==> src/assert_macros.svh <==
// Assertion macros shared by the rational add/subtract RTL.
`ifndef ASSERT_MACROS_SVH
`define ASSERT_MACROS_SVH

// Same-cycle implication, sampled on the rising clock edge.
`define ASSERT_IMPLIES(label, clk, rst, ante, cons, msg) \
   label: assert property (@(posedge clk) disable iff (rst) (ante) |-> (cons)) \
      else $error(msg);

// Next-cycle implication, sampled on the rising clock edge.
`define ASSERT_NEXT(label, clk, rst, ante, cons, msg) \
   label: assert property (@(posedge clk) disable iff (rst) (ante) |=> (cons)) \
      else $error(msg);

`endif

==> src/rasr_pkg.sv <==
// Shared types and constants of the rational add/subtract block.
`timescale 1ns / 1ps

package rasr_pkg;

   // Result field widths and the packed result beat.
   localparam int RES_NUM_W  = 32;
   localparam int RES_DEN_W  = 31;
   localparam int RSP_DATA_W = ((RES_NUM_W + RES_DEN_W + 7) / 8) * 8;

   // Widest internal value, used to wrap results to their field widths.
   localparam int WIDE_W = 64;
   typedef logic [WIDE_W-1:0] wide_type;

   // Multiplier operand selection.
   typedef logic [1:0] mul_sel_type;
   localparam mul_sel_type MUL_AD = 2'd0;  // |first_num| * second_den
   localparam mul_sel_type MUL_CB = 2'd1;  // |second_num| * first_den
   localparam mul_sel_type MUL_BD = 2'd2;  // first_den * second_den

   // Commands from the controller to the datapath.
   typedef struct packed {
      logic        load;
      logic        mul_en;
      mul_sel_type mul_sel;
      logic        p1_en;
      logic        num_en;
      logic        norm_en;
      logic        twos_en;
      logic        gcd_en;
      logic        div_start;
      logic        div_den;
      logic        div_step;
      logic        div_wr_num;
      logic        div_wr_den;
      logic        out_load;
   } rasr_cmd_type;

   // Status from the datapath to the controller.
   typedef struct packed {
      logic num_zero;
      logic both_even;
      logic u_zero;
      logic div_last;
   } rasr_status_type;

endpackage

==> src/rational_add_sub_reduce.sv <==
// Top level of the rational add/subtract unit with gcd reduction.
//
//   Channel  Direction  Beat contents (lowest bits first)
//   req_     in         tdata: first_num, first_den, second_num, second_den; tuser: kind
//   rsp_     out        tdata: result_num, result_den
//
// One beat at a time: three shared-multiplier products, a sign split, stripping of shared
// twos, binary gcd steps, two restoring divisions of 2*OPERAND_WIDTH quotient bits and
// an output load, after which the result beat is presented.
// A zero numerator goes from the sign split straight to the output load.
// Reset is synchronous and clears the controller and the divider step counter.
// A stalled result holds the output register; the next beat runs and waits in its last state.
`timescale 1ns / 1ps

module rational_add_sub_reduce
   import rasr_pkg::*;
#(
   parameter int OPERAND_WIDTH = 16
) (
   input  logic                                        clock,
   input  logic                                        reset,
   input  logic                                        req_tvalid,
   output logic                                        req_tready,
   // first_num, first_den, second_num, second_den, zero pad
   input  logic [((4*OPERAND_WIDTH+7)/8)*8-1:0]        req_tdata,
   // kind
   input  logic [0:0]                                  req_tuser,
   output logic                                        rsp_tvalid,
   input  logic                                        rsp_tready,
   // result_num, result_den, zero pad
   output logic [RSP_DATA_W-1:0]                       rsp_tdata
);

   localparam int W = OPERAND_WIDTH;

   rasr_cmd_type         cmd;
   rasr_status_type      status;
   logic [W-1:0]         first_num;
   logic [W-1:0]         first_den;
   logic [W-1:0]         second_num;
   logic [W-1:0]         second_den;
   logic [RES_NUM_W-1:0] result_num;
   logic [RES_DEN_W-1:0] result_den;

   // Unpack the request beat.
   assign first_num  = req_tdata[W-1:0];
   assign first_den  = req_tdata[2*W-1:W];
   assign second_num = req_tdata[3*W-1:2*W];
   assign second_den = req_tdata[4*W-1:3*W];

   // Pack the result beat.
   assign rsp_tdata = RSP_DATA_W'({result_den, result_num});

   rasr_ctrl u_ctrl (
      .clock      (clock),
      .reset      (reset),
      .req_tvalid (req_tvalid),
      .req_tready (req_tready),
      .rsp_tvalid (rsp_tvalid),
      .rsp_tready (rsp_tready),
      .cmd        (cmd),
      .status     (status)
   );

   rasr_dpath #(
      .OPERAND_WIDTH (OPERAND_WIDTH)
   ) u_dpath (
      .clock      (clock),
      .reset      (reset),
      .cmd        (cmd),
      .status     (status),
      .kind       (req_tuser[0]),
      .first_num  (first_num),
      .first_den  (first_den),
      .second_num (second_num),
      .second_den (second_den),
      .result_num (result_num),
      .result_den (result_den)
   );

endmodule

==> src/rasr_dpath.sv <==
// Datapath: shared multiplier, binary gcd and restoring divider.
`timescale 1ns / 1ps
`include "assert_macros.svh"

module rasr_dpath
   import rasr_pkg::*;
#(
   parameter int OPERAND_WIDTH = 16
) (
   input  logic                            clock,
   input  logic                            reset,
   input  rasr_cmd_type                    cmd,
   output rasr_status_type                 status,
   input  logic                            kind,
   input  logic signed [OPERAND_WIDTH-1:0] first_num,
   input  logic signed [OPERAND_WIDTH-1:0] first_den,
   input  logic signed [OPERAND_WIDTH-1:0] second_num,
   input  logic signed [OPERAND_WIDTH-1:0] second_den,
   output logic        [RES_NUM_W-1:0]     result_num,
   output logic        [RES_DEN_W-1:0]     result_den
);

   localparam int W  = OPERAND_WIDTH;
   localparam int MW = 2 * OPERAND_WIDTH;
   localparam int CW = $clog2(MW);

   // Operand registers.
   logic          sub_ff, sub_in;
   logic          a_neg_ff, a_neg_in;
   logic          c_neg_ff, c_neg_in;
   logic [W-1:0]  a_mag_ff, a_mag_in;
   logic [W-1:0]  c_mag_ff, c_mag_in;
   logic [W-1:0]  b_ff, b_in;
   logic [W-1:0]  d_ff, d_in;

   // Product, sum and reduction registers.
   logic [MW-1:0] prod_ff, prod_in;
   logic [MW-1:0] p1_ff, p1_in;
   logic [MW-1:0] num_ff, num_in;
   logic          neg_ff, neg_in;
   logic [MW-1:0] mag_ff, mag_in;
   logic [MW-1:0] den_ff, den_in;
   logic [MW-1:0] u_ff, u_in;
   logic [MW-1:0] v_ff, v_in;

   // Divider registers.
   logic [MW-1:0] rem_ff, rem_in;
   logic [MW-1:0] quo_ff, quo_in;
   logic [CW-1:0] cnt_ff, cnt_in;

   // Result registers.
   logic [RES_NUM_W-1:0] out_num_ff, out_num_in;
   logic [RES_DEN_W-1:0] out_den_ff, out_den_in;

   // Combinational helpers.
   logic [W-1:0]  mul_x, mul_y;
   logic [MW-1:0] mul_p;
   logic [MW-1:0] num_mag;
   logic [MW:0]   diff_uv;
   logic [MW-1:0] diff_vu;
   logic [MW-1:0] shifted;
   logic [MW:0]   trial;
   logic          fits;
   logic [MW-1:0] quo_step;
   wide_type      num_wide;
   wide_type      den_wide;

   // A denominator that is zero or negative counts as one.
   function automatic logic [OPERAND_WIDTH-1:0] fix_den(
      input logic [OPERAND_WIDTH-1:0] x
   );
      logic bad;
      bad = x[OPERAND_WIDTH-1] || (x == '0);
      return bad ? OPERAND_WIDTH'(1) : x;
   endfunction

   // Shared multiplier input selection.
   always_comb begin
      unique case (cmd.mul_sel)
         MUL_AD: begin
            mul_x = a_mag_ff;
            mul_y = d_ff;
         end
         MUL_CB: begin
            mul_x = c_mag_ff;
            mul_y = b_ff;
         end
         MUL_BD: begin
            mul_x = b_ff;
            mul_y = d_ff;
         end
         default: begin
            mul_x = '0;
            mul_y = '0;
         end
      endcase
   end

   assign mul_p = MW'(mul_x) * MW'(mul_y);

   // Magnitude of the signed numerator.
   assign num_mag = num_ff[MW-1] ? (MW'(0) - num_ff) : num_ff;

   // Binary gcd differences.
   assign diff_uv = {1'b0, u_ff} - {1'b0, v_ff};
   assign diff_vu = v_ff - u_ff;

   // One restoring division step against the odd gcd in v.
   assign shifted  = {rem_ff[MW-2:0], quo_ff[MW-1]};
   assign trial    = {1'b0, shifted} - {1'b0, v_ff};
   assign fits     = !trial[MW];
   assign quo_step = {quo_ff[MW-2:0], fits};

   // Wrap the reduced values to the result field widths.
   always_comb begin
      num_wide = wide_type'(mag_ff);
      if (neg_ff) begin
         num_wide = wide_type'(0) - num_wide;
      end
      den_wide = wide_type'(den_ff);
   end

   // Next-state logic of all datapath registers.
   always_comb begin
      sub_in     = sub_ff;
      a_neg_in   = a_neg_ff;
      c_neg_in   = c_neg_ff;
      a_mag_in   = a_mag_ff;
      c_mag_in   = c_mag_ff;
      b_in       = b_ff;
      d_in       = d_ff;
      prod_in    = prod_ff;
      p1_in      = p1_ff;
      num_in     = num_ff;
      neg_in     = neg_ff;
      mag_in     = mag_ff;
      den_in     = den_ff;
      u_in       = u_ff;
      v_in       = v_ff;
      rem_in     = rem_ff;
      quo_in     = quo_ff;
      cnt_in     = cnt_ff;
      out_num_in = out_num_ff;
      out_den_in = out_den_ff;

      // Capture the operands of an accepted beat.
      if (cmd.load) begin
         sub_in   = kind;
         a_neg_in = first_num[W-1];
         c_neg_in = second_num[W-1];
         a_mag_in = first_num[W-1] ? (W'(0) - $unsigned(first_num)) : $unsigned(first_num);
         c_mag_in = second_num[W-1] ? (W'(0) - $unsigned(second_num))
                                    : $unsigned(second_num);
         b_in     = fix_den($unsigned(first_den));
         d_in     = fix_den($unsigned(second_den));
      end

      if (cmd.mul_en) begin
         prod_in = mul_p;
      end

      // First cross product with its sign applied.
      if (cmd.p1_en) begin
         p1_in = a_neg_ff ? (MW'(0) - prod_ff) : prod_ff;
      end

      // Add or subtract the second cross product.
      if (cmd.num_en) begin
         num_in = (c_neg_ff ^ sub_ff) ? (p1_ff - prod_ff) : (p1_ff + prod_ff);
      end

      // Split sign and magnitude; a zero numerator gives 0/1.
      if (cmd.norm_en) begin
         neg_in = num_ff[MW-1];
         mag_in = num_mag;
         u_in   = num_mag;
         v_in   = prod_ff;
         den_in = (num_ff == '0) ? MW'(1) : prod_ff;
      end

      // Strip common factors of two from both values.
      if (cmd.twos_en) begin
         u_in   = u_ff >> 1;
         v_in   = v_ff >> 1;
         mag_in = mag_ff >> 1;
         den_in = den_ff >> 1;
      end

      // One binary gcd step.
      if (cmd.gcd_en) begin
         if (!u_ff[0]) begin
            u_in = u_ff >> 1;
         end else if (!v_ff[0]) begin
            v_in = v_ff >> 1;
         end else if (!diff_uv[MW]) begin
            u_in = diff_uv[MW-1:0] >> 1;
         end else begin
            v_in = diff_vu >> 1;
         end
      end

      // Divider start takes priority over a step in the same cycle.
      if (cmd.div_start) begin
         quo_in = cmd.div_den ? den_ff : mag_ff;
         rem_in = '0;
         cnt_in = '0;
      end else if (cmd.div_step) begin
         quo_in = quo_step;
         rem_in = fits ? trial[MW-1:0] : shifted;
         cnt_in = cnt_ff + CW'(1);
      end

      if (cmd.div_wr_num) begin
         mag_in = quo_step;
      end
      if (cmd.div_wr_den) begin
         den_in = quo_step;
      end

      if (cmd.out_load) begin
         out_num_in = num_wide[RES_NUM_W-1:0];
         out_den_in = den_wide[RES_DEN_W-1:0];
      end
   end

   // Payload registers.
   always_ff @(posedge clock) begin
      sub_ff     <= sub_in;
      a_neg_ff   <= a_neg_in;
      c_neg_ff   <= c_neg_in;
      a_mag_ff   <= a_mag_in;
      c_mag_ff   <= c_mag_in;
      b_ff       <= b_in;
      d_ff       <= d_in;
      prod_ff    <= prod_in;
      p1_ff      <= p1_in;
      num_ff     <= num_in;
      neg_ff     <= neg_in;
      mag_ff     <= mag_in;
      den_ff     <= den_in;
      u_ff       <= u_in;
      v_ff       <= v_in;
      rem_ff     <= rem_in;
      quo_ff     <= quo_in;
      out_num_ff <= out_num_in;
      out_den_ff <= out_den_in;
   end

   // Divider step counter.
   always_ff @(posedge clock) begin
      if (reset) begin
         cnt_ff <= '0;
      end else begin
         cnt_ff <= cnt_in;
      end
   end

   // Status back to the controller.
   assign status.num_zero  = (num_ff == '0);
   assign status.both_even = !u_ff[0] && !v_ff[0];
   assign status.u_zero    = (u_ff == '0);
   assign status.div_last  = (cnt_ff == CW'(MW - 1));

   assign result_num = out_num_ff;
   assign result_den = out_den_ff;

   `ASSERT_IMPLIES(a_gcd_has_odd_value, clock, reset, cmd.gcd_en, u_ff[0] || v_ff[0], "gcd step with both values even")
   `ASSERT_IMPLIES(a_divisor_nonzero, clock, reset, cmd.div_start || cmd.div_step, v_ff != '0, "division by a zero gcd")

endmodule

==> src/rasr_ctrl.sv <==
// Controller: sequences one beat through multiply, gcd and divide steps.
`timescale 1ns / 1ps
`include "assert_macros.svh"

module rasr_ctrl
   import rasr_pkg::*;
(
   input  logic            clock,
   input  logic            reset,
   input  logic            req_tvalid,
   output logic            req_tready,
   output logic            rsp_tvalid,
   input  logic            rsp_tready,
   output rasr_cmd_type    cmd,
   input  rasr_status_type status
);

   localparam logic [3:0] S_IDLE    = 4'd0;
   localparam logic [3:0] S_MUL_AD  = 4'd1;
   localparam logic [3:0] S_MUL_CB  = 4'd2;
   localparam logic [3:0] S_MUL_BD  = 4'd3;
   localparam logic [3:0] S_NORM    = 4'd4;
   localparam logic [3:0] S_TWOS    = 4'd5;
   localparam logic [3:0] S_GCD     = 4'd6;
   localparam logic [3:0] S_DIV_NUM = 4'd7;
   localparam logic [3:0] S_DIV_DEN = 4'd8;
   localparam logic [3:0] S_FIN     = 4'd9;

   logic [3:0] state_ff, state_in;
   logic       rsp_valid_ff, rsp_valid_in;
   logic       out_free;

   assign req_tready = (state_ff == S_IDLE);
   assign rsp_tvalid = rsp_valid_ff;
   assign out_free   = !rsp_valid_ff || rsp_tready;

   // Next state and commands.
   always_comb begin
      state_in    = state_ff;
      cmd         = '0;
      cmd.mul_sel = MUL_AD;

      unique case (state_ff)
         S_IDLE: begin
            if (req_tvalid) begin
               cmd.load = 1'b1;
               state_in = S_MUL_AD;
            end
         end
         S_MUL_AD: begin
            cmd.mul_en  = 1'b1;
            cmd.mul_sel = MUL_AD;
            state_in    = S_MUL_CB;
         end
         S_MUL_CB: begin
            cmd.mul_en  = 1'b1;
            cmd.mul_sel = MUL_CB;
            cmd.p1_en   = 1'b1;
            state_in    = S_MUL_BD;
         end
         S_MUL_BD: begin
            cmd.mul_en  = 1'b1;
            cmd.mul_sel = MUL_BD;
            cmd.num_en  = 1'b1;
            state_in    = S_NORM;
         end
         S_NORM: begin
            cmd.norm_en = 1'b1;
            state_in    = status.num_zero ? S_FIN : S_TWOS;
         end
         S_TWOS: begin
            if (status.both_even) begin
               cmd.twos_en = 1'b1;
            end else begin
               state_in = S_GCD;
            end
         end
         S_GCD: begin
            if (status.u_zero) begin
               cmd.div_start = 1'b1;
               state_in      = S_DIV_NUM;
            end else begin
               cmd.gcd_en = 1'b1;
            end
         end
         S_DIV_NUM: begin
            cmd.div_step = 1'b1;
            if (status.div_last) begin
               // Store the numerator quotient and start on the denominator.
               cmd.div_wr_num = 1'b1;
               cmd.div_start  = 1'b1;
               cmd.div_den    = 1'b1;
               state_in       = S_DIV_DEN;
            end
         end
         S_DIV_DEN: begin
            cmd.div_step = 1'b1;
            if (status.div_last) begin
               cmd.div_wr_den = 1'b1;
               state_in       = S_FIN;
            end
         end
         S_FIN: begin
            if (out_free) begin
               cmd.out_load = 1'b1;
               state_in     = S_IDLE;
            end
         end
         default: begin
            state_in = S_IDLE;
         end
      endcase
   end

   // Result beat valid flag.
   always_comb begin
      rsp_valid_in = rsp_valid_ff;
      if (cmd.out_load) begin
         rsp_valid_in = 1'b1;
      end else if (rsp_tready) begin
         rsp_valid_in = 1'b0;
      end
   end

   always_ff @(posedge clock) begin
      if (reset) begin
         state_ff     <= S_IDLE;
         rsp_valid_ff <= 1'b0;
      end else begin
         state_ff     <= state_in;
         rsp_valid_ff <= rsp_valid_in;
      end
   end

   `ASSERT_NEXT(a_fin_delivers, clock, reset, cmd.out_load, rsp_tvalid && (state_ff == S_IDLE), "result not presented after output load")
   `ASSERT_NEXT(a_zero_skips_gcd, clock, reset, (state_ff == S_NORM) && status.num_zero, state_ff == S_FIN, "zero numerator did not go straight to output")

endmodule
==> config.mk <==
export PLATFORM = sky130hd
export DESIGN_NAME = rational_add_sub_reduce
export DESIGN_NICKNAME = d
export VERILOG_FILES = /design/src/rasr_pkg.sv /design/src/rational_add_sub_reduce.sv /design/src/rasr_dpath.sv /design/src/rasr_ctrl.sv
export VERILOG_INCLUDE_DIRS = /design/src /design/src/src
export SDC_FILE = /design/constraint.sdc
export NUM_CORES = 2
export LEC_CHECK = 0
export BUFFER_PORTS_ARGS = -buffer_cell sky130_fd_sc_hd__buf_2
export CAP_MARGIN = 20
export CORE_ASPECT_RATIO = 1.25
export CORE_MARGIN = 2
export CORE_UTILIZATION = 35
export CTS_CLUSTER_DIAMETER = 200
export DETAILED_ROUTE_END_ITERATION = 8
export MAX_ROUTING_LAYER = met4
export PLACE_DENSITY = 0.52
export SYNTH_ARGS = -nofsm -noshare
export SYNTH_HDL_FRONTEND = slang
export SYNTH_SLANG_ARGS = --single-unit
==> constraint.sdc <==
create_clock -name clock -period 14.6 [get_ports clock]
set_input_delay 0.73 -clock clock [delete_from_list [all_inputs] [get_ports clock]]
set_output_delay 0.73 -clock clock [all_outputs]
set_load 0.01 [all_outputs]
==> reports/qor.csv <==
metric;value;unit
avgRoutedWirePerCell;21.9;um
synthFlopType;edfxtp_1;
n_fill_cell;10400;
wirelength;118;mm
fin_skew;49.0;ps
grt_pass1_wl;179;mm
multiInputGateArea;0.0221;mm2
slew_headroom;0.270;
fin_util;0.388;
avgViaCountPerCell;5.41;
critical_path_buf_inv_count;7;
syn_inst;3972;
critPathCaptureType;flop;
drc;0;
wl_met2;58.7;mm
fp.dieW;290;um
hold_violations;0;
vias;29100;
start_util;0.352;
crit_path_max_fanout;51;
dr_wl_met3;5.28;mm
rsz0062_at_grt;no;
ys_warn_count;0;
hold_class;input pin to flop;
final_cells;5387;
synth_top_area_share;0.271;
drt_iter0_drc;2200;
ctsLongestPathBuffers;3;
fp.dieArea;0.105;mm2
nNetsFinal;4517;
grt_max_degree;101;
yosysUniqueCellTypes;86;
synth_area;0.0358;mm2
syn2layout_area_growth;10.3;%
async_flop_share;0;
track_usage;0.229;
drt-met1-wl;47.8;mm
ant_nets;0;
critPathLaunchType;flop;
critPathMaxStageDelay;710;ps
max_freq;109;MHz
status;completed;
io_buffers;133;
path_common_cell;fa_1;
grt_remaining_overflow;0;
cts-htree-levels;2;
die_h;362;um
cp_data_required_time;14990;ps
clk_latency;660;ps
tns;0;ps
cts.sinks;428;
ctsResizeCount;0;
seqCellArea;0.0118;mm2
post-cts-setup-buffer-count;0;
timing.final.crit_share;0.629;
root_buffer;clkbuf_16;
yosys.area.top_type;edfxtp_1;
io_pins;135;
cts_tree;yes;
placed_area;0.0379;mm2
ys_seq_area_frac;0.329;
synth-edff-count;323;
setup_viol;0;
cts_buffers;50;
core;0.102;mm2
design_area;0.0395;mm2
post-route-min-period;9190;ps
worstMarginPinSlew;1100;ps
synth_seq_cells;428;
dr.pass1.iters;5;
drive_above_1_share;0.0811;
grt_pass1_vias;29300;
syn_area_per_cell;9.02;um2
path_delay_family;adder cells;
critPathSlowestCell;a2111oi_0;
drv_slew;0;
cts.reportedPaths.clkPinSlew;70;ps
path_class;flop to flop;
dp_hpwl;90.1;mm
cts_hold_buf;0;
antenna_found_initial;4;
rows;131;
gp_congestion;0.968;
cp.arrival;9580;ps
dp_cells;5291;
synth.area.top_cells;edfxtp_1, fa_1, ha_1;
drv_cap;0;
routed.top_layer;met4;
[Yosys cell counts, drive strengths merged (6+ instances only)]
cell / n
edfxtp: 323
nand4: 17
mux2i: 88
nand3: 32
o22ai: 59
a221o: 9
fa: 198
a221oi: 19
nand2: 482
xor2: 108
a21oi: 272
a21o: 87
o221a: 8
xnor2: 169
nor2: 332
o221ai: 12
nand2b: 28
ha: 235
inv: 347
a31oi: 25
o21a: 22
and3: 57
o21ai: 305
mux2: 16
o211ai: 42
nor2b: 51
dfxtp: 105
o21bai: 19
a211oi: 17
buf: 26
a21boi: 9
o31ai: 40
or2: 11
clkbuf: 170
nand3b: 6
or3: 41
or4: 14
nor3: 39
nor4: 22
and2: 29
o41ai: 12
[sequential cells by signal (all words and copies together) (netlist names), 4 cells and up]
name	cells
u_ctrl.state_ff	4
u_dpath.a_mag_ff	16
u_dpath.b_ff	16
u_dpath.c_mag_ff	16
u_dpath.cnt_ff	5
u_dpath.d_ff	16
u_dpath.den_ff	32
u_dpath.mag_ff	32
u_dpath.num_ff	32
u_dpath.p1_ff	32
u_dpath.prod_ff	32
u_dpath.quo_ff	32
u_dpath.rem_ff	31
u_dpath.result_den	31
u_dpath.result_num	32
u_dpath.u_ff	32
u_dpath.v_ff	32
[cell type report]
type	count	share of cell area
multi-input combinational	3003	0.558
sequential	428	0.299
tap	1330	0.0421
clock buffer	67	0.0338
inverter	347	0.0330
timing repair buffer	185	0.0270
clock inverter	25	0.00709
antenna	2	0.000127
[worst paths after layout]
check	from	slack, ps	depth (start not counted)	to
worst max register to register	u_ctrl.state_ff[1]	5410	28	u_dpath.prod_ff[31]
worst min register to register	u_dpath.den_ff[24]	480	0	u_dpath.result_den[24]
worst min-delay path	req_tuser	270	1	u_dpath.sub_ff
worst max-delay path	u_ctrl.state_ff[1]	5410	28	u_dpath.prod_ff[31]
[layout by cell type (no fill, tap or decap), types with 31 or more instances in the layout]
master     Yosys  routed
nand2_1      480     480
inv_1        346     346
nor2_1       332     332
edfxtp_1     323     323
o21ai_0      274     273
a21oi_1      272     271
ha_1         235     235
fa_1         198     198
xnor2_1      169     168
buf_2          8     133
xor2_1       108     108
dfxtp_1      105     105
mux2i_1       88      88
a21o_1        87      87
o22ai_1       59      59
and3_1        57      56
clkbuf_16      0      50
buf_4          1      50
nor2b_1       50      47
o211ai_1      41      41
o31ai_1       40      40
or3_1         38      37
nor3_1        38      33
nand3_1       32      32
o21ai_1       31      31
[cell families (layout without fill, tap and decap cells)]
group | count (synthesis) | count (layout) | share of synthesized area
simple gates | 1176 | 1176 | 0.149
compound gates | 1010 | 1010 | 0.174
buf+inv | 543 | 624 | 0.0575
fa+ha+maj | 433 | 433 | 0.193
flops | 428 | 428 | 0.329
xor+xnor | 277 | 277 | 0.0677
mux | 104 | 104 | 0.0296
other cells | 1 | 5 | 0.000105
[stage by stage]
stage | hold slack, ps | setup slack, ps
2_1_floorplan | 427 | 5880
3_3_place_gp | 460 | 5590
3_5_place_dp | 468 | 5450
4_1_cts | 223 | 5470
5_1_grt | 229 | 4620
6_report | 270 | 5410
[routing by layer]
layer,GRT usage,up-vias
met5,-,-
met4,0.109,0
met3,0.0273,245
met2,0.399,847
met1,0.262,14100
li1,-,13900
Power is not shown: default switching activity piles up to over one toggle a cycle in this logic, so the estimate is an artifact.
